$ cat src/rtl/core/gf256_field_arithmetic_defines.svh
// assertion macros for the gf256 arithmetic block
`ifndef GF256_FIELD_ARITHMETIC_DEFINES_SVH
`define GF256_FIELD_ARITHMETIC_DEFINES_SVH

`ifndef SYNTHESIS
// checked property, quiet while reset is high
`define GFA_ASSERT(lbl, clk, rst, prop) \
  lbl: assert property (@(posedge clk) disable iff (rst) prop) \
    else $error("gfa assertion failed");
// checked property, also checked during reset
`define GFA_ASSERT_ALWAYS(lbl, clk, prop) \
  lbl: assert property (@(posedge clk) prop) \
    else $error("gfa assertion failed");
`else
`define GFA_ASSERT(lbl, clk, rst, prop)
`define GFA_ASSERT_ALWAYS(lbl, clk, prop)
`endif

`endif

$ cat src/rtl/core/gfa_pkg.sv
package gfa_pkg;

  localparam int unsigned ELEM_W     = 8;
  localparam int unsigned POLY_W     = 9;
  localparam int unsigned KIND_W     = 3;
  localparam int unsigned EXP_W      = 16;
  localparam int unsigned CFG_IDX_W  = 2;
  localparam int unsigned CFG_DATA_W = 9;

  localparam logic [KIND_W-1:0] KIND_ADD = 3'd0;
  localparam logic [KIND_W-1:0] KIND_MUL = 3'd1;
  localparam logic [KIND_W-1:0] KIND_INV = 3'd2;
  localparam logic [KIND_W-1:0] KIND_POW = 3'd3;
  localparam logic [KIND_W-1:0] KIND_LOG = 3'd4;

  localparam logic [CFG_IDX_W-1:0] REG_FIELD_POLY = 2'd0;
  localparam logic [CFG_IDX_W-1:0] REG_GENERATOR  = 2'd1;

  localparam logic [POLY_W-1:0] FIELD_POLY_RESET = 9'h11D;
  localparam logic [ELEM_W-1:0] GENERATOR_RESET  = 8'd2;

  localparam logic [ELEM_W-1:0] GROUP_ORDER  = 8'd255;
  localparam logic [ELEM_W-1:0] LOG_ZERO     = 8'd255;
  localparam logic [ELEM_W-1:0] LOG_LAST_IDX = 8'd254;
  localparam logic [ELEM_W-1:0] INV_EXP      = 8'd254;

  typedef struct packed {
    logic [POLY_W-1:0] field_poly;
    logic [ELEM_W-1:0] generator;
  } gfa_cfg_t;

  typedef enum logic [2:0] {
    ST_IDLE,
    ST_MUL,
    ST_POW_MUL,
    ST_POW_SQR,
    ST_LOG,
    ST_DONE
  } gfa_state_t;

endpackage

$ cat src/rtl/core/gfa_mul.sv
module gfa_mul (
  input  logic [gfa_pkg::POLY_W-1:0] poly,
  input  logic [gfa_pkg::ELEM_W-1:0] op_a,
  input  logic [gfa_pkg::ELEM_W-1:0] op_b,
  output logic [gfa_pkg::ELEM_W-1:0] prod
);
  import gfa_pkg::*;

  logic [ELEM_W-1:0] a;
  logic [POLY_W-1:0] sh;
  logic [ELEM_W-1:0] acc;

  // shift-and-add, reducing after each shift
  always_comb begin
    a   = op_a;
    acc = '0;
    sh  = '0;
    for (int k = 0; k < ELEM_W; k++) begin
      if (op_b[k]) begin
        acc = acc ^ a;
      end
      sh = {a, 1'b0};
      if (sh[POLY_W-1]) begin
        sh = sh ^ poly;
      end
      a = sh[ELEM_W-1:0];
    end
    prod = acc;
  end

endmodule

$ cat src/rtl/core/gfa_core.sv
`include "gf256_field_arithmetic_defines.svh"

module gfa_core (
  input  logic                        clk,
  input  logic                        rst,
  input  gfa_pkg::gfa_cfg_t           cfg,
  input  logic                        in_valid,
  output logic                        in_ready,
  input  logic [gfa_pkg::KIND_W-1:0]  kind,
  input  logic [gfa_pkg::ELEM_W-1:0]  left_operand,
  input  logic [gfa_pkg::ELEM_W-1:0]  right_operand,
  input  logic [gfa_pkg::EXP_W-1:0]   exponent,
  output logic                        res_valid,
  input  logic                        res_ready,
  output logic [gfa_pkg::ELEM_W-1:0]  res_data
);
  import gfa_pkg::*;

  gfa_state_t state, state_next;

  logic [ELEM_W-1:0] acc;
  logic [ELEM_W-1:0] base;
  logic [ELEM_W-1:0] n;
  logic [ELEM_W-1:0] idx;
  logic [ELEM_W-1:0] target;

  logic [ELEM_W-1:0] op_a;
  logic [ELEM_W-1:0] op_b;
  logic [ELEM_W-1:0] prod;

  logic              accept;
  logic [ELEM_W:0]   fold;
  logic [ELEM_W-1:0] exp_mod;
  logic [ELEM_W-1:0] n_shr;

  assign accept = in_valid && in_ready;
  assign n_shr  = {1'b0, n[ELEM_W-1:1]};

  // 256 = 1 mod 255, so fold bits 14:8 (the high byte without the sign bit) onto the low one
  always_comb begin
    fold = {2'b00, exponent[EXP_W-2:ELEM_W]} + {1'b0, exponent[ELEM_W-1:0]};
    if (fold >= {1'b0, GROUP_ORDER}) begin
      fold = fold - {1'b0, GROUP_ORDER};
    end
    exp_mod = fold[ELEM_W-1:0];
  end

  // operand steering into the shared multiplier
  assign op_a = (state == ST_POW_SQR) ? base : acc;
  assign op_b = (state == ST_LOG) ? cfg.generator : base;

  gfa_mul u_mul (
    .poly (cfg.field_poly),
    .op_a (op_a),
    .op_b (op_b),
    .prod (prod)
  );

  always_comb begin
    state_next = state;
    unique case (state)
      ST_IDLE: begin
        if (accept) begin
          priority if (kind == KIND_MUL) begin
            state_next = ST_MUL;
          end else if (kind == KIND_INV && left_operand != '0) begin
            state_next = ST_POW_MUL;
          end else if (kind == KIND_POW && !exponent[EXP_W-1] && exp_mod != '0) begin
            state_next = ST_POW_MUL;
          end else if (kind == KIND_LOG && left_operand != '0) begin
            state_next = ST_LOG;
          end else begin
            state_next = ST_DONE;
          end
        end
      end
      ST_MUL:     state_next = ST_DONE;
      ST_POW_MUL: state_next = ST_POW_SQR;
      ST_POW_SQR: begin
        if (n_shr == '0) begin
          state_next = ST_DONE;
        end else begin
          state_next = ST_POW_MUL;
        end
      end
      ST_LOG: begin
        if (acc == target || idx == LOG_LAST_IDX) begin
          state_next = ST_DONE;
        end
      end
      ST_DONE: begin
        if (res_ready) begin
          state_next = ST_IDLE;
        end
      end
      default: state_next = ST_IDLE;
    endcase
  end

  always_comb begin
    in_ready  = (state == ST_IDLE);
    res_valid = (state == ST_DONE);
    res_data  = acc;
  end

  always_ff @(posedge clk) begin
    if (rst) begin
      state <= ST_IDLE;
    end else begin
      state <= state_next;
    end
  end

  always_ff @(posedge clk) begin
    unique case (state)
      ST_IDLE: begin
        if (accept) begin
          idx    <= '0;
          target <= left_operand;
          unique case (kind)
            KIND_ADD: acc <= left_operand ^ right_operand;
            KIND_MUL: begin
              acc  <= left_operand;
              base <= right_operand;
            end
            KIND_INV: begin
              acc  <= (left_operand == '0) ? '0 : ELEM_W'(1);
              base <= left_operand;
              n    <= INV_EXP;
            end
            KIND_POW: begin
              acc  <= exponent[EXP_W-1] ? '0 : ELEM_W'(1);
              base <= cfg.generator;
              n    <= exp_mod;
            end
            KIND_LOG: acc <= (left_operand == '0) ? LOG_ZERO : ELEM_W'(1);
            default:  acc <= '0;
          endcase
        end
      end
      ST_MUL: acc <= prod;
      ST_POW_MUL: begin
        if (n[0]) begin
          acc <= prod;
        end
      end
      ST_POW_SQR: begin
        base <= prod;
        n    <= n_shr;
      end
      ST_LOG: begin
        // walk the powers of the generator until one matches, or give LOG_ZERO at the last index
        if (acc == target) begin
          acc <= idx;
        end else if (idx == LOG_LAST_IDX) begin
          acc <= LOG_ZERO;
        end else begin
          acc <= prod;
          idx <= idx + ELEM_W'(1);
        end
      end
      ST_DONE: begin
      end
      default: begin
      end
    endcase
  end

  `GFA_ASSERT(a_accept_leaves_idle, clk, rst, accept |=> state != ST_IDLE)
  `GFA_ASSERT(a_pow_count_live, clk, rst, (state == ST_POW_MUL || state == ST_POW_SQR) |-> n != '0)
  `GFA_ASSERT(a_res_held, clk, rst, res_valid && !res_ready |=> res_valid && $stable(res_data))
  `GFA_ASSERT_ALWAYS(a_reset_idle, clk, $past(rst) |-> state == ST_IDLE)

endmodule

$ cat src/rtl/core/gf256_field_arithmetic.sv
// channel  handshake               payload
// cfg      cfg_valid / cfg_ready   cfg_index (0 field_poly, 1 generator), cfg_data
// in       in_valid / in_ready     kind, left_operand, right_operand, exponent
// out      out_valid / out_ready   result
//
// one shared gf multiplier does one product per cycle under a small sequencer;
// add goes straight to the result, multiply takes one product, power and inverse
// alternate multiply and square steps, log walks one generator step per cycle
// in_ready is high only while the sequencer is idle; a result may wait in the
// output register while the next beat is taken
// synchronous reset restores field_poly 0x11d and generator 2; cfg is always ready
module gf256_field_arithmetic (
  input  logic                            clk,
  input  logic                            rst,
  input  logic                            cfg_valid,
  output logic                            cfg_ready,
  input  logic [gfa_pkg::CFG_IDX_W-1:0]   cfg_index,
  input  logic [gfa_pkg::CFG_DATA_W-1:0]  cfg_data,
  input  logic                            in_valid,
  output logic                            in_ready,
  input  logic [gfa_pkg::KIND_W-1:0]      kind,
  input  logic [gfa_pkg::ELEM_W-1:0]      left_operand,
  input  logic [gfa_pkg::ELEM_W-1:0]      right_operand,
  input  logic signed [gfa_pkg::EXP_W-1:0] exponent,
  output logic                            out_valid,
  input  logic                            out_ready,
  output logic [gfa_pkg::ELEM_W-1:0]      result
);
  import gfa_pkg::*;

  gfa_cfg_t          cfg;
  logic              core_valid;
  logic              core_ready;
  logic [ELEM_W-1:0] core_data;

  assign cfg_ready = 1'b1;

  always_ff @(posedge clk) begin
    if (rst) begin
      cfg.field_poly <= FIELD_POLY_RESET;
      cfg.generator  <= GENERATOR_RESET;
    end else if (cfg_valid && cfg_ready) begin
      if (cfg_index == REG_FIELD_POLY) begin
        cfg.field_poly <= cfg_data;
      end else if (cfg_index == REG_GENERATOR) begin
        cfg.generator <= cfg_data[ELEM_W-1:0];
      end
    end
  end

  gfa_core u_core (
    .clk           (clk),
    .rst           (rst),
    .cfg           (cfg),
    .in_valid      (in_valid),
    .in_ready      (in_ready),
    .kind          (kind),
    .left_operand  (left_operand),
    .right_operand (right_operand),
    .exponent      (exponent),
    .res_valid     (core_valid),
    .res_ready     (core_ready),
    .res_data      (core_data)
  );

  // output register, refilled in the same cycle it drains
  assign core_ready = !out_valid || out_ready;

  always_ff @(posedge clk) begin
    if (rst) begin
      out_valid <= 1'b0;
    end else if (core_valid && core_ready) begin
      out_valid <= 1'b1;
    end else if (out_ready) begin
      out_valid <= 1'b0;
    end
  end

  always_ff @(posedge clk) begin
    if (core_valid && core_ready) begin
      result <= core_data;
    end
  end

endmodule

$ cat config.mk
export PLATFORM = sky130hd
export DESIGN_NAME = gf256_field_arithmetic
export DESIGN_NICKNAME = d
export VERILOG_FILES = /design/src/rtl/core/gfa_pkg.sv /design/src/rtl/core/gfa_mul.sv /design/src/rtl/core/gfa_core.sv /design/src/rtl/core/gf256_field_arithmetic.sv
export VERILOG_INCLUDE_DIRS = /design/src /design/src/rtl/core
export SDC_FILE = /design/constraint.sdc
export NUM_CORES = 1
export LEC_CHECK = 0
export BUFFER_PORTS_ARGS = -buffer_cell sky130_fd_sc_hd__buf_2
export CORE_MARGIN = 3
export CORE_UTILIZATION = 45
export CTS_BUF_LIST = sky130_fd_sc_hd__clkbuf_4 sky130_fd_sc_hd__clkbuf_8
export CTS_CLUSTER_SIZE = 25
export DETAILED_ROUTE_END_ITERATION = 8
export HOLD_SLACK_MARGIN = 0.1
export SLEW_MARGIN = 20
export SYNTH_ARGS = -nofsm -noshare
export SYNTH_HDL_FRONTEND = slang
export SYNTH_HIERARCHICAL = 1
export SYNTH_SLANG_ARGS = --single-unit
$ cat constraint.sdc
create_clock -name clk -period 5.82 [get_ports clk]
set_input_delay 1.164 -clock clk [delete_from_list [all_inputs] [get_ports clk]]
set_output_delay 1.164 -clock clk [all_outputs]
set_load 0.02 [all_outputs]
==> report_table.html, run 1 <==
<table>
<tr><th>Metric</th><th>Value</th></tr>
<tr><th colspan="2">Hold path</th></tr>
<tr><td>Min-delay src</td><td>cfg[14]</td></tr>
<tr><td>Worst hold-check path type</td><td>reg -&gt; reg</td></tr>
<tr><th colspan="2">STA</th></tr>
<tr><td>Clock skew</td><td>0.0102 ns</td></tr>
<tr><td>Total negative setup slack</td><td>0 ns</td></tr>
<tr><td>Slew at the pin closest to its max-slew limit</td><td>0.891 ns</td></tr>
<tr><td>Unrepaired setup endpoints after global routing</td><td>false</td></tr>
<tr><td>Highest clock frequency the design can meet</td><td>186 MHz</td></tr>
<tr><td>Share of the clock period used by the worst path</td><td>92.2%</td></tr>
<tr><td>Slew margin rel.</td><td>40.2%</td></tr>
<tr><td>Max-slew violation total from the final report</td><td>0</td></tr>
<tr><td>Final Hold Violating Endpoints</td><td>0</td></tr>
<tr><td>Tmin final</td><td>5.37 ns</td></tr>
<tr><td>Final setup violation count</td><td>0</td></tr>
<tr><th colspan="2">GRT</th></tr>
<tr><td>First-pass GRT wire length</td><td>31600 um</td></tr>
<tr><td>Initial antenna violation count</td><td>0</td></tr>
<tr><td>Overall Global Routing Usage</td><td>22.0%</td></tr>
<tr><td>Number of global-route vias before repair</td><td>5961</td></tr>
<tr><td>Global-route congestion overflow total</td><td>0</td></tr>
<tr><td>Pin count of the biggest net entering global routing</td><td>35</td></tr>
<tr><th colspan="2">CTS</th></tr>
<tr><td>Inserted Clock Buffers</td><td>9</td></tr>
<tr><td>Clock tree from TritonCTS</td><td>yes</td></tr>
<tr><td>CTS Root Cell</td><td>sky130_fd_sc_hd__clkbuf_8</td></tr>
<tr><td>Setup bufs post-CTS</td><td>0</td></tr>
<tr><td>Total number of clock tree sinks</td><td>68</td></tr>
<tr><td>H-Tree Level Count</td><td>3</td></tr>
<tr><td>Clock-pin slew on the worst setup and hold paths</td><td>0.08 ns</td></tr>
<tr><td>Largest buffer count on any clock path</td><td>2</td></tr>
<tr><td>Clock network latency to the later pin of the worst-skew pair</td><td>0.35 ns</td></tr>
<tr><th colspan="2">Floorplanning</th></tr>
<tr><td>X dimension of the die</td><td>132 um</td></tr>
<tr><td>Placeable core region</td><td>0.0153 mm^2</td></tr>
<tr><td>Full die area</td><td>0.0174 mm^2</td></tr>
<tr><td>Row cnt</td><td>45</td></tr>
<tr><td>Count of boundary I/O pins</td><td>62</td></tr>
<tr><td>Die height</td><td>132 um</td></tr>
<tr><td>Initial core utilization</td><td>46.5%</td></tr>
<tr><th colspan="2">Logic synthesis</th></tr>
<tr><td>Post-synth net total</td><td>958</td></tr>
<tr><td>Avg Cell Area, Syn</td><td>7.94 um^2</td></tr>
<tr><td>Yosys warnings</td><td>6</td></tr>
<tr><td>Post-Synthesis Cell Area</td><td>0.00712 mm^2</td></tr>
<tr><td>Synthesized netlist cell count</td><td>896</td></tr>
<tr><th colspan="2">Place</th></tr>
<tr><td>Placed cell count</td><td>1127</td></tr>
<tr><td>Half-perimeter wire length of the detailed placement result</td><td>14600 um</td></tr>
<tr><td>Port Buffers</td><td>59</td></tr>
<tr><td>Final weighted congestion in routability-driven placement</td><td>0.835</td></tr>
<tr><th colspan="2">Setup path</th></tr>
<tr><td>Type of the setup path with the least slack</td><td>reg -&gt; reg</td></tr>
<tr><td>Largest fanout on the critical path</td><td>13</td></tr>
<tr><td>Arr. time, crit path</td><td>5.45 ns</td></tr>
<tr><td>Launching point of the worst reg2reg path</td><td>u_core/state[1]</td></tr>
<tr><td>Critical Path RT</td><td>5.90 ns</td></tr>
<tr><td>Endpoint kind of the worst setup timing path</td><td>flip-flop</td></tr>
<tr><td>Critical path origin</td><td>u_core/state[1]</td></tr>
<tr><td>Sort of element at the start of the critical path</td><td>flip-flop</td></tr>
<tr><th colspan="2">Routing</th></tr>
<tr><td>TritonRoute pass-1 iters</td><td>5</td></tr>
<tr><td>Vias</td><td>6555</td></tr>
<tr><td>DRC Markers</td><td>0</td></tr>
<tr><td>DR vias/cell</td><td>5.73</td></tr>
<tr><td>Drt first-iter violations</td><td>618</td></tr>
<tr><td>Sum of routed wire length over all layers</td><td>19200 um</td></tr>
<tr><td>Remaining number of nets flagged by the antenna check after routing</td><td>0</td></tr>
<tr><td>Post-DR wirelength/cell</td><td>16.8 um</td></tr>
<tr><th colspan="2">Finish</th></tr>
<tr><td>Most frequent standard cell in the layout excluding fill and tap cells</td><td>sky130_fd_sc_hd__nand2_1</td></tr>
<tr><td>Layout Nets</td><td>989</td></tr>
<tr><td>Number of diodes added for antenna fixing</td><td>0</td></tr>
<tr><td>Count of non-filler cells in the finished layout</td><td>1143</td></tr>
<tr><td>Most used cells in the layout excluding fill and tap cells</td><td>146 x sky130_fd_sc_hd__nand2_1, 88 x sky130_fd_sc_hd__xnor2_1, 77 x sky130_fd_sc_hd__nor2_1, 59 x sky130_fd_sc_hd__buf_2</td></tr>
<tr><td>Proportion of layout cells with a drive suffix above 1</td><td>15.6%</td></tr>
<tr><td>Synthesis-to-layout area growth</td><td>9.09%</td></tr>
<tr><th colspan="2">Pwr</th></tr>
<tr><td>Static power due to leakage</td><td>2.85 nW</td></tr>
<tr><td>Total chip power</td><td>5.32 mW</td></tr>
<tr><td>Pwr Density</td><td>685 mW/mm^2</td></tr>
<tr><td>VDD IR-drop max</td><td>0.438 mV</td></tr>
<tr><th colspan="2">Run</th></tr>
<tr><td>Number of max-cap violations</td><td>0</td></tr>
<tr><th colspan="2">Status</th></tr>
<tr><td>Run status</td><td>complete, no violations</td></tr>
</table>
==> sequential cells by signal (all words and copies together), names as in the netlist <==
name / cells
u_core/base: 8
u_core/n: 8
u_core/state: 3
out_valid: 1
u_core/idx: 8
cfg: 16
u_core/res_data: 8
u_core/target: 8
result: 8
==> metrics by stage <==
step	hold slack, ns	cell area (um^2)	setup WS [ns]	util [%]
after floorplan	0.447	7120	0.699	-
after global placement	0.473	7570	0.439	49.4
after detailed placement	0.473	7570	0.420	49.4
after CTS	0.488	7760	0.412	50.7
after global routing	0.505	7760	0.0358	50.7
final	0.481	7760	0.453	50.7
==> power by group <==
part | total [mW] | leakage [nW] | internal, mW | switching (mW)
logic | 4.12 | 2.14 | 1.80 | 2.32
registers | 0.810 | 0.612 | 0.702 | 0.107
clock network | 0.392 | 0.0907 | 0.196 | 0.197
total | 5.32 | 2.85 | 2.70 | 2.62
==> final timing paths <==
path                         to  slack, ns  cells after the start
max          u_core/res_data[3]       0.45                     20
min                     cfg[14]       0.48                      2
max reg2reg  u_core/res_data[3]       0.45                     20
min reg2reg             cfg[14]       0.48                      2
==> repair_timing <==
action / in CTS / in global routing
endpoints found under the setup margin: 0 / 3
hold buffers: 0 / 0
gates resized for setup: 0 / 2
==> critical path, cell delays in order (launching register included) <==
cell,delay [ns]
sky130_fd_sc_hd__dfxtp_1,0.46
sky130_fd_sc_hd__nor2b_2,0.28
sky130_fd_sc_hd__nand2_1,0.15
sky130_fd_sc_hd__nand2_1,0.11
sky130_fd_sc_hd__nand2_1,0.25
sky130_fd_sc_hd__buf_4,0.26
sky130_fd_sc_hd__nand2_1,0.12
sky130_fd_sc_hd__a21oi_4,0.09
sky130_fd_sc_hd__or4_1,0.73
sky130_fd_sc_hd__a2111oi_4,0.41
sky130_fd_sc_hd__o31a_1,0.21
sky130_fd_sc_hd__o21ai_1,0.18
sky130_fd_sc_hd__and2_4,0.27
sky130_fd_sc_hd__a31oi_1,0.22
sky130_fd_sc_hd__a21boi_1,0.09
sky130_fd_sc_hd__buf_4,0.18
sky130_fd_sc_hd__or4_1,0.50
sky130_fd_sc_hd__a21oi_1,0.19
sky130_fd_sc_hd__xnor2_1,0.14
sky130_fd_sc_hd__a21oi_1,0.14
sky130_fd_sc_hd__o22ai_1,0.09
==> routing by layer <==
layer | GRT usage (%) | up-vias | part of all wire [%]
met2 | 33.7 | 203 | 44
met3 | 3.32 | 25 | 5.1
li1 | - | 3264 | -
met5 | 0 | - | 0
met4 | 5.31 | 0 | 1.6
met1 | 32.5 | 3063 | 49
==> area by class of cell <==
cell class | count | area [um^2]
Clock inverter | 7 | 66.3
Sequential cell | 68 | 1840
Fill cell | 1540 | 7550
Inverter | 19 | 71.3
Timing Repair Buffer | 81 | 460
Tap cell | 211 | 264
Multi-Input combinational cell | 748 | 4940
Clock buffer | 9 | 124
Power figures use the tool's default switching activity.
==> run 2, diff against run 1 <==
--- a/config.mk
+++ b/config.mk
@@ -8,7 +8,7 @@
 export LEC_CHECK = 0
 export BUFFER_PORTS_ARGS = -buffer_cell sky130_fd_sc_hd__buf_2
 export CORE_MARGIN = 3
-export CORE_UTILIZATION = 45
+export CORE_UTILIZATION = 25
 export CTS_BUF_LIST = sky130_fd_sc_hd__clkbuf_4 sky130_fd_sc_hd__clkbuf_8
 export CTS_CLUSTER_SIZE = 25
 export DETAILED_ROUTE_END_ITERATION = 8
==> constraint.sdc (replaced) <==
create_clock -name clk -period 5.3 [get_ports clk]
set_input_delay 1.06 -clock clk [delete_from_list [all_inputs] [get_ports clk]]
set_output_delay 1.06 -clock clk [all_outputs]
set_load 0.02 [all_outputs]
==> run 2 against run 1 <==
  * Cell count up 15%
  * Global-route usage down 9.3 points
  * Combinational power up 8.7%
  * Routed wire length up 4.4%
  * Cell area up 3.5%
  * Fmax up 9.3%
  * Clock skew up 0.0049 ns
==> report_table.html, run 2 (synthesis results as in run 1) <==
<table>
<tr><th>Metric</th><th>Value</th></tr>
<tr><th colspan="2">Setup path</th></tr>
<tr><td>Sort of element at the start of the critical path</td><td>flip-flop</td></tr>
<tr><td>Type of the setup path with the least slack</td><td>reg -&gt; reg</td></tr>
<tr><td>Critical Path RT</td><td>5.38 ns (-0.52 ns)</td></tr>
<tr><td>Critical path origin</td><td>u_core/state[1]</td></tr>
<tr><td>Arr. time, crit path</td><td>4.99 ns (-0.46 ns)</td></tr>
<tr><td>Launching point of the worst reg2reg path</td><td>u_core/state[1]</td></tr>
<tr><td>Endpoint kind of the worst setup timing path</td><td>flip-flop</td></tr>
<tr><td>Largest fanout on the critical path</td><td>13 (unchanged)</td></tr>
<tr><th colspan="2">Finish</th></tr>
<tr><td>Largest reg by FF count</td><td>cfg</td></tr>
<tr><td>Synthesis-to-layout area growth</td><td>12.9%</td></tr>
<tr><td>Fill cells</td><td>3037 (+97%)</td></tr>
<tr><td>Count of non-filler cells in the finished layout</td><td>1317 (+15%)</td></tr>
<tr><td>Proportion of layout cells with a drive suffix above 1</td><td>16.4% (+0.86 points)</td></tr>
<tr><td>Area taken by flip-flops and latches</td><td>0.00184 mm^2 (unchanged)</td></tr>
<tr><td>Flip-flop count of the largest register after layout</td><td>16 (unchanged)</td></tr>
<tr><td>Most frequent standard cell in the layout excluding fill and tap cells</td><td>sky130_fd_sc_hd__nand2_1</td></tr>
<tr><td>Most used cells in the layout excluding fill and tap cells</td><td>144 x sky130_fd_sc_hd__nand2_1, 88 x sky130_fd_sc_hd__xnor2_1, 77 x sky130_fd_sc_hd__nor2_1, 59 x sky130_fd_sc_hd__buf_2, 52 x sky130_fd_sc_hd__a21oi_1</td></tr>
<tr><td>Area of combinational cells with multiple inputs</td><td>0.00494 mm^2 (about the same)</td></tr>
<tr><td>Layout Nets</td><td>995 (+0.61%)</td></tr>
<tr><th colspan="2">Floorplanning</th></tr>
<tr><td>Row cnt</td><td>61 (+36%)</td></tr>
<tr><td>Placeable core region</td><td>0.0279 mm^2 (+82%)</td></tr>
<tr><td>Initial core utilization</td><td>25.5% (-21 points)</td></tr>
<tr><td>Die height</td><td>175 um (+33%)</td></tr>
<tr><td>X dimension of the die</td><td>175 um (+33%)</td></tr>
<tr><td>Full die area</td><td>0.0305 mm^2 (+76%)</td></tr>
<tr><td>Count of boundary I/O pins</td><td>62 (unchanged)</td></tr>
<tr><th colspan="2">STA</th></tr>
<tr><td>Final setup violation count</td><td>0 (unchanged)</td></tr>
<tr><td>Total negative setup slack</td><td>0 ns (unchanged)</td></tr>
<tr><td>Slew margin rel.</td><td>37.1% (-3.1 points)</td></tr>
<tr><td>Max-slew violation total from the final report</td><td>0 (unchanged)</td></tr>
<tr><td>Unrepaired setup endpoints after global routing</td><td>false</td></tr>
<tr><td>Tmin final</td><td>4.91 ns (-0.458 ns)</td></tr>
<tr><td>Final-layout worst hold slack</td><td>0.539 ns (+0.0575 ns)</td></tr>
<tr><td>Highest clock frequency the design can meet</td><td>204 MHz (+9.3%)</td></tr>
<tr><td>Clock skew</td><td>0.0150 ns (+0.00488 ns)</td></tr>
<tr><td>Share of the clock period used by the worst path</td><td>92.6% (+0.40 points)</td></tr>
<tr><td>Slew at the pin closest to its max-slew limit</td><td>0.938 ns (+0.0462 ns)</td></tr>
<tr><td>Final Hold Violating Endpoints</td><td>0 (unchanged)</td></tr>
<tr><th colspan="2">CTS</th></tr>
<tr><td>Inserted Clock Buffers</td><td>9 (unchanged)</td></tr>
<tr><td>Largest buffer count on any clock path</td><td>2 (unchanged)</td></tr>
<tr><td>Clock network latency to the later pin of the worst-skew pair</td><td>0.35 ns (about the same)</td></tr>
<tr><td>Total number of clock tree sinks</td><td>68 (unchanged)</td></tr>
<tr><td>CTS Root Cell</td><td>sky130_fd_sc_hd__clkbuf_8</td></tr>
<tr><td>Clock tree from TritonCTS</td><td>yes</td></tr>
<tr><td>Clock-pin slew on the worst setup and hold paths</td><td>0.10 ns (+0.02 ns)</td></tr>
<tr><td>Hold Buf Count CTS</td><td>0 (unchanged)</td></tr>
<tr><td>H-Tree Level Count</td><td>3 (unchanged)</td></tr>
<tr><th colspan="2">GRT</th></tr>
<tr><td>First-pass GRT wire length</td><td>32000 um (+1.4%)</td></tr>
<tr><td>Pin count of the biggest net entering global routing</td><td>34 (-2.9%)</td></tr>
<tr><td>Overall Global Routing Usage</td><td>12.6% (-9.3 points)</td></tr>
<tr><td>Initial antenna violation count</td><td>0 (unchanged)</td></tr>
<tr><td>Global-route congestion overflow total</td><td>0 (unchanged)</td></tr>
<tr><td>Number of global-route vias before repair</td><td>5951 (-0.17%)</td></tr>
<tr><th colspan="2">Pwr</th></tr>
<tr><td>Static power due to leakage</td><td>2.88 nW (+1.4%)</td></tr>
<tr><td>VDD IR-drop max</td><td>0.316 mV (-28%)</td></tr>
<tr><td>Pwr Density</td><td>725 mW/mm^2 (+5.8%)</td></tr>
<tr><td>Total chip power</td><td>5.83 mW (+9.5%)</td></tr>
<tr><th colspan="2">Place</th></tr>
<tr><td>Final weighted congestion in routability-driven placement</td><td>0.844 (+1.1%)</td></tr>
<tr><td>Placed cell count</td><td>1300 (+15%)</td></tr>
<tr><td>Port Buffers</td><td>59 (unchanged)</td></tr>
<tr><td>Half-perimeter wire length of the detailed placement result</td><td>15700 um (+6.9%)</td></tr>
<tr><th colspan="2">Status</th></tr>
<tr><td>Run status</td><td>complete, no violations</td></tr>
<tr><th colspan="2">Hold path</th></tr>
<tr><td>Worst hold-check path type</td><td>reg -&gt; reg</td></tr>
<tr><td>Min-delay src</td><td>cfg[0]</td></tr>
<tr><th colspan="2">Run</th></tr>
<tr><td>Number of max-cap violations</td><td>0 (unchanged)</td></tr>
<tr><th colspan="2">Routing</th></tr>
<tr><td>Remaining number of nets flagged by the antenna check after routing</td><td>0 (unchanged)</td></tr>
<tr><td>Post-DR wirelength/cell</td><td>15.2 um (-9.4%)</td></tr>
<tr><td>Vias</td><td>6468 (-1.3%)</td></tr>
<tr><td>Drt first-iter violations</td><td>643 (+4.0%)</td></tr>
<tr><td>DRC Markers</td><td>0 (unchanged)</td></tr>
<tr><td>TritonRoute pass-1 iters</td><td>5 (unchanged)</td></tr>
<tr><td>Sum of routed wire length over all layers</td><td>20000 um (+4.4%)</td></tr>
<tr><td>DR vias/cell</td><td>4.91 (-14%)</td></tr>
</table>
## run 2: cell count changes in the layout (fill, tap and decap cells not counted), moves of 2 or more
cell                       before  now
sky130_fd_sc_hd__inv_6          1    3
sky130_fd_sc_hd__nand2_1      146  144
sky130_fd_sc_hd__nand2_2        0    2
sky130_fd_sc_hd__buf_4         22   28
sky130_fd_sc_hd__clkinv_1       2    0
## run 2: power breakdown
part	leakage (nW)	switching, mW	internal (mW)	total (mW)
registers	0.612	0.116	0.771	0.888
logic	2.17	2.49	1.99	4.48
clock network	0.0988	0.235	0.226	0.461
## run 2: final timing paths
kind / endpoint / slack [ns] / cells after the start
setup / recovery: u_core/res_data[4] / 0.39 / 18
hold / removal: cfg[0] / 0.54 / 2
setup reg to reg: u_core/res_data[4] / 0.39 / 18
hold reg to reg: cfg[0] / 0.54 / 2
## run 2: cell type report
| type | count | share of cell area, % |
|---|---|---|
| clock buffer | 9 | 1.54 |
| sequential | 68 | 22.9 |
| tap | 378 | 5.88 |
| timing repair buffer | 87 | 6.29 |
| clock inverter | 7 | 1.03 |
| multi-input combinational | 748 | 61.4 |
| inverter | 19 | 0.887 |
| antenna | 1 | 0.0311 |
## run 2: stage by stage
| stage | setup slack (ns) | area [um^2] | utilization, % |
|---|---|---|---|
| after floorplan | 0.179 | 7120 | - |
| after global placement | 0.250 | 7820 | 28.0 |
| after detailed placement | 0.228 | 7820 | 28.0 |
| after CTS | 0.193 | 8030 | 28.7 |
| after global routing | 0.0730 | 8040 | 28.8 |
| final | 0.392 | 8040 | 28.8 |
## run 2: routing by layer
metal,global-route usage [%],up-vias,wire (um)
li1,-,3267,-
met1,18.7,3015,10000
met2,20.0,176,8940
met3,1.59,10,901
met4,1.89,0,162
met5,0,-,0
## run 2: critical path, stage by stage (launching register included)
cell	delay, ns
sky130_fd_sc_hd__dfxtp_1	0.33
sky130_fd_sc_hd__nor2b_2	0.27
sky130_fd_sc_hd__nand2_1	0.13
sky130_fd_sc_hd__buf_4	0.20
sky130_fd_sc_hd__nand2_1	0.08
sky130_fd_sc_hd__nand2_1	0.29
sky130_fd_sc_hd__or4_1	0.71
sky130_fd_sc_hd__a2111oi_4	0.37
sky130_fd_sc_hd__o31a_1	0.23
sky130_fd_sc_hd__o21ai_1	0.18
sky130_fd_sc_hd__and2_4	0.26
sky130_fd_sc_hd__a31oi_1	0.23
sky130_fd_sc_hd__a21boi_1	0.10
sky130_fd_sc_hd__buf_4	0.18
sky130_fd_sc_hd__or4_1	0.51
sky130_fd_sc_hd__a21oi_1	0.19
sky130_fd_sc_hd__xnor2_1	0.14
sky130_fd_sc_hd__a21oi_1	0.14
sky130_fd_sc_hd__o22ai_1	0.10
## run 2: timing repair
action / in CTS / in global routing
setup endpoints to repair: 0 / 11
setup buffers: 0 / 0
gates resized for setup: 0 / 3
==> run 3, diff against run 2 <==
--- a/config.mk
+++ b/config.mk
@@ -8,8 +8,9 @@
 export LEC_CHECK = 0
 export BUFFER_PORTS_ARGS = -buffer_cell sky130_fd_sc_hd__buf_2
 export CORE_MARGIN = 3
-export CORE_UTILIZATION = 25
+export CORE_UTILIZATION = 40
 export CTS_BUF_LIST = sky130_fd_sc_hd__clkbuf_4 sky130_fd_sc_hd__clkbuf_8
+export CTS_CLUSTER_DIAMETER = 150
 export CTS_CLUSTER_SIZE = 25
 export DETAILED_ROUTE_END_ITERATION = 8
 export HOLD_SLACK_MARGIN = 0.1
==> run 3 against run 2 <==
  * Setup slack worse by 0.094 ns
  * Highest routed layer unchanged
  * Cell count down 12%
  * Hold slack got worse by 0.037 ns
  * Sequential share of layout area grew 0.57 points
  * Critical path type unchanged
  * Register-to-register slack got worse by 0.09 ns
  * Combinational power about the same
  * Via count increased by 1.4%
  * Core utilization is 16 points higher
  * Critical path depth up 1
==> report_table.html, run 3 (synthesis results as in run 1) <==
<table>
<tr><th>Metric</th><th>Value</th></tr>
<tr><th colspan="2">Pwr</th></tr>
<tr><td>VDD IR-drop max</td><td>0.333 mV (+5.3%)</td></tr>
<tr><td>Pwr Density</td><td>742 mW/mm^2 (+2.3%)</td></tr>
<tr><td>Static power due to leakage</td><td>2.89 nW (+0.24%)</td></tr>
<tr><th colspan="2">CTS</th></tr>
<tr><td>Clock-pin slew on the worst setup and hold paths</td><td>0.08 ns (-0.02 ns)</td></tr>
<tr><td>Clock tree from TritonCTS</td><td>yes</td></tr>
<tr><td>Inserted Clock Buffers</td><td>9 (unchanged)</td></tr>
<tr><td>Largest buffer count on any clock path</td><td>2 (unchanged)</td></tr>
<tr><td>CTS Root Cell</td><td>sky130_fd_sc_hd__clkbuf_8</td></tr>
<tr><td>Clock network latency to the later pin of the worst-skew pair</td><td>0.35 ns (about the same)</td></tr>
<tr><td>H-Tree Level Count</td><td>3 (unchanged)</td></tr>
<tr><td>Total number of clock tree sinks</td><td>68 (unchanged)</td></tr>
<tr><td>Hold Buf Count CTS</td><td>0 (unchanged)</td></tr>
<tr><th colspan="2">Finish</th></tr>
<tr><td>Layout Nets</td><td>996 (+0.10%)</td></tr>
<tr><td>Flip-flop count of the largest register after layout</td><td>16 (unchanged)</td></tr>
<tr><td>Synthesis-to-layout area growth</td><td>10.2%</td></tr>
<tr><td>Proportion of layout cells with a drive suffix above 1</td><td>16.6% (+0.20 points)</td></tr>
<tr><td>Number of diodes added for antenna fixing</td><td>0 (-1)</td></tr>
<tr><td>Most frequent standard cell in the layout excluding fill and tap cells</td><td>sky130_fd_sc_hd__nand2_1</td></tr>
<tr><td>Largest reg by FF count</td><td>cfg</td></tr>
<tr><td>Most used cells in the layout excluding fill and tap cells</td><td>144 x sky130_fd_sc_hd__nand2_1, 88 x sky130_fd_sc_hd__xnor2_1, 77 x sky130_fd_sc_hd__nor2_1, 59 x sky130_fd_sc_hd__buf_2, 52 x sky130_fd_sc_hd__a21oi_1</td></tr>
<tr><th colspan="2">Place</th></tr>
<tr><td>Half-perimeter wire length of the detailed placement result</td><td>14600 um (-6.7%)</td></tr>
<tr><td>Setup Slack @ Placement</td><td>0.213 ns (-0.0144 ns)</td></tr>
<tr><td>Final weighted congestion in routability-driven placement</td><td>0.831 (-1.5%)</td></tr>
<tr><td>Port Buffers</td><td>59 (unchanged)</td></tr>
<tr><th colspan="2">STA</th></tr>
<tr><td>Final setup violation count</td><td>0 (unchanged)</td></tr>
<tr><td>Slew margin rel.</td><td>43.2% (+6.1 points)</td></tr>
<tr><td>Tmin final</td><td>5.00 ns (+0.0936 ns)</td></tr>
<tr><td>Highest clock frequency the design can meet</td><td>200 MHz (-1.9%)</td></tr>
<tr><td>Total negative setup slack</td><td>0 ns (unchanged)</td></tr>
<tr><td>Slew at the pin closest to its max-slew limit</td><td>0.846 ns (-0.0911 ns)</td></tr>
<tr><td>Share of the clock period used by the worst path</td><td>94.4% (+1.8 points)</td></tr>
<tr><td>Setup slack after layout</td><td>0.298 ns (-0.0936 ns)</td></tr>
<tr><td>Final Hold Violating Endpoints</td><td>0 (unchanged)</td></tr>
<tr><td>Clock skew</td><td>0.0151 ns (+0.0000435 ns)</td></tr>
<tr><td>Unrepaired setup endpoints after global routing</td><td>false</td></tr>
<tr><td>Max-slew violation total from the final report</td><td>0 (unchanged)</td></tr>
<tr><th colspan="2">Setup path</th></tr>
<tr><td>Largest fanout on the critical path</td><td>12 (-1)</td></tr>
<tr><td>Worst path bufs/invs</td><td>2 (unchanged)</td></tr>
<tr><td>Critical Path RT</td><td>5.37 ns (about the same)</td></tr>
<tr><td>Ordered list of cells on the worst path</td><td>nor2b_1 &gt; nand2_1 &gt; nand2_1 &gt; nand2_2 &gt; or3b_4 &gt; a21oi_4 &gt; or4_1 &gt; a211o_1 &gt; o311ai_0 &gt; a32oi_1 &gt; xnor2_1 &gt; buf_4 &gt; a21boi_1 &gt; buf_4 &gt; or4_1 &gt; a21oi_1 &gt; xnor2_1 &gt; a21oi_1 &gt; o22ai_1</td></tr>
<tr><td>Crit path max-delay cell type</td><td>sky130_fd_sc_hd__or4_1</td></tr>
<tr><td>Crit-path max cell delay</td><td>0.60 ns (-0.11 ns)</td></tr>
<tr><td>Type of the setup path with the least slack</td><td>reg -&gt; reg</td></tr>
<tr><td>Arr. time, crit path</td><td>5.08 ns (+0.09 ns)</td></tr>
<tr><td>Endpoint kind of the worst setup timing path</td><td>flip-flop</td></tr>
<tr><td>Sort of element at the start of the critical path</td><td>flip-flop</td></tr>
<tr><td>Cell type group with the largest total delay on the critical path</td><td>simple AND/OR/NAND/NOR gates</td></tr>
<tr><th colspan="2">GRT</th></tr>
<tr><td>Overall Global Routing Usage</td><td>19.1% (+6.5 points)</td></tr>
<tr><td>Global-route congestion overflow total</td><td>0 (unchanged)</td></tr>
<tr><td>Initial antenna violation count</td><td>0 (unchanged)</td></tr>
<tr><td>First-pass GRT wire length</td><td>31000 um (-3.0%)</td></tr>
<tr><td>Number of global-route vias before repair</td><td>5817 (-2.3%)</td></tr>
<tr><td>Pin count of the biggest net entering global routing</td><td>34 (unchanged)</td></tr>
<tr><th colspan="2">Floorplanning</th></tr>
<tr><td>Initial core utilization</td><td>41.0% (+16 points)</td></tr>
<tr><td>Placeable core region</td><td>0.0174 mm^2 (-38%)</td></tr>
<tr><td>X dimension of the die</td><td>139 um (-20%)</td></tr>
<tr><td>Row cnt</td><td>48 (-21%)</td></tr>
<tr><td>Count of boundary I/O pins</td><td>62 (unchanged)</td></tr>
<tr><td>Die height</td><td>139 um (-20%)</td></tr>
<tr><td>Full die area</td><td>0.0194 mm^2 (-36%)</td></tr>
<tr><th colspan="2">Status</th></tr>
<tr><td>Run status</td><td>complete, no violations</td></tr>
<tr><th colspan="2">Routing</th></tr>
<tr><td>Post-DR wirelength/cell</td><td>16.3 um (+7.6%)</td></tr>
<tr><td>Sum of routed wire length over all layers</td><td>19000 um (-4.9%)</td></tr>
<tr><td>Vias</td><td>6561 (+1.4%)</td></tr>
<tr><td>Remaining number of nets flagged by the antenna check after routing</td><td>0 (unchanged)</td></tr>
<tr><td>DR vias/cell</td><td>5.64 (+15%)</td></tr>
<tr><td>DRC Markers</td><td>0 (unchanged)</td></tr>
<tr><td>Drt first-iter violations</td><td>417 (-35%)</td></tr>
<tr><td>TritonRoute pass-1 iters</td><td>6 (+1)</td></tr>
<tr><th colspan="2">Hold path</th></tr>
<tr><td>Worst hold-check path type</td><td>reg -&gt; reg</td></tr>
<tr><th colspan="2">Run</th></tr>
<tr><td>Number of max-cap violations</td><td>0 (unchanged)</td></tr>
</table>
-- run 3: worst register-to-register path: stages, from the launching register on --
cell and delay [ns]:
sky130_fd_sc_hd__dfxtp_1 0.32, sky130_fd_sc_hd__nor2b_1 0.25, sky130_fd_sc_hd__nand2_1 0.20, sky130_fd_sc_hd__nand2_1 0.13, sky130_fd_sc_hd__nand2_2 0.18, sky130_fd_sc_hd__or3b_4 0.31, sky130_fd_sc_hd__a21oi_4 0.07, sky130_fd_sc_hd__or4_1 0.60
sky130_fd_sc_hd__a211o_1 0.36, sky130_fd_sc_hd__o311ai_0 0.40, sky130_fd_sc_hd__a32oi_1 0.12, sky130_fd_sc_hd__xnor2_1 0.15, sky130_fd_sc_hd__buf_4 0.20, sky130_fd_sc_hd__a21boi_1 0.14, sky130_fd_sc_hd__buf_4 0.18, sky130_fd_sc_hd__or4_1 0.51
sky130_fd_sc_hd__a21oi_1 0.20, sky130_fd_sc_hd__xnor2_1 0.15, sky130_fd_sc_hd__a21oi_1 0.15, sky130_fd_sc_hd__o22ai_1 0.09
-- run 3: timing repair --
item / 4_1_cts / 5_1_grt
endpoints found under the hold margin: 0 / 0
buffers inserted: 0 / 0
setup endpoints to repair: 0 / 10
gates resized for setup: 0 / 3
-- run 3: area by class of cell --
| type | instances | area (um^2) |
|---|---|---|
| Fill cell | 1723 | 9510 |
| Multi-Input combinational cell | 748 | 4940 |
| Sequential cell | 68 | 1840 |
| Timing Repair Buffer | 88 | 513 |
| Tap cell | 225 | 282 |
| Clock buffer | 10 | 131 |
| Inverter | 19 | 71.3 |
| Clock inverter | 6 | 65.1 |
-- run 3: path summary, 6_finish.rpt --
| check | start | to | slack [ns] | cells past startpoint |
|---|---|---|---|---|
| max | u_core/state[1] | u_core/res_data[5] | 0.30 | 19 |
| min | cfg[0] | cfg[0] | 0.50 | 2 |
| max reg2reg | u_core/state[1] | u_core/res_data[5] | 0.30 | 19 |
| min reg2reg | cfg[0] | cfg[0] | 0.50 | 2 |
-- run 3: where the power goes --
group	internal, mW	switching, mW
Sequential	0.771	0.109
Combinational	1.99	2.51
Clock	0.223	0.212
-- run 3: metrics by stage --
step / std cells / cell area, um^2 / util, % / power, mW / hold slack, ns
after floorplan: 896 / 7120 / - / 4.45 / 0.447
after global placement: 1148 / 7640 / 44.0 / 5.34 / 0.499
after detailed placement: 1148 / 7640 / 44.0 / 5.38 / 0.490
after CTS: 1164 / 7830 / 45.1 / 5.82 / 0.506
after global routing: 1164 / 7840 / 45.2 / 6.33 / 0.534
final: 1164 / 7840 / 45.2 / 5.82 / 0.502
-- run 3: layer usage --
metal	vias to the layer above	global-route usage (%)	wire [um]	share of wire, %
met2	199	28.8	8330	44
met4	0	4.12	275	1.4
li1	3275	-	-	-
met3	19	2.61	945	5.0
met5	-	0	0	0
met1	3068	29.2	9480	50
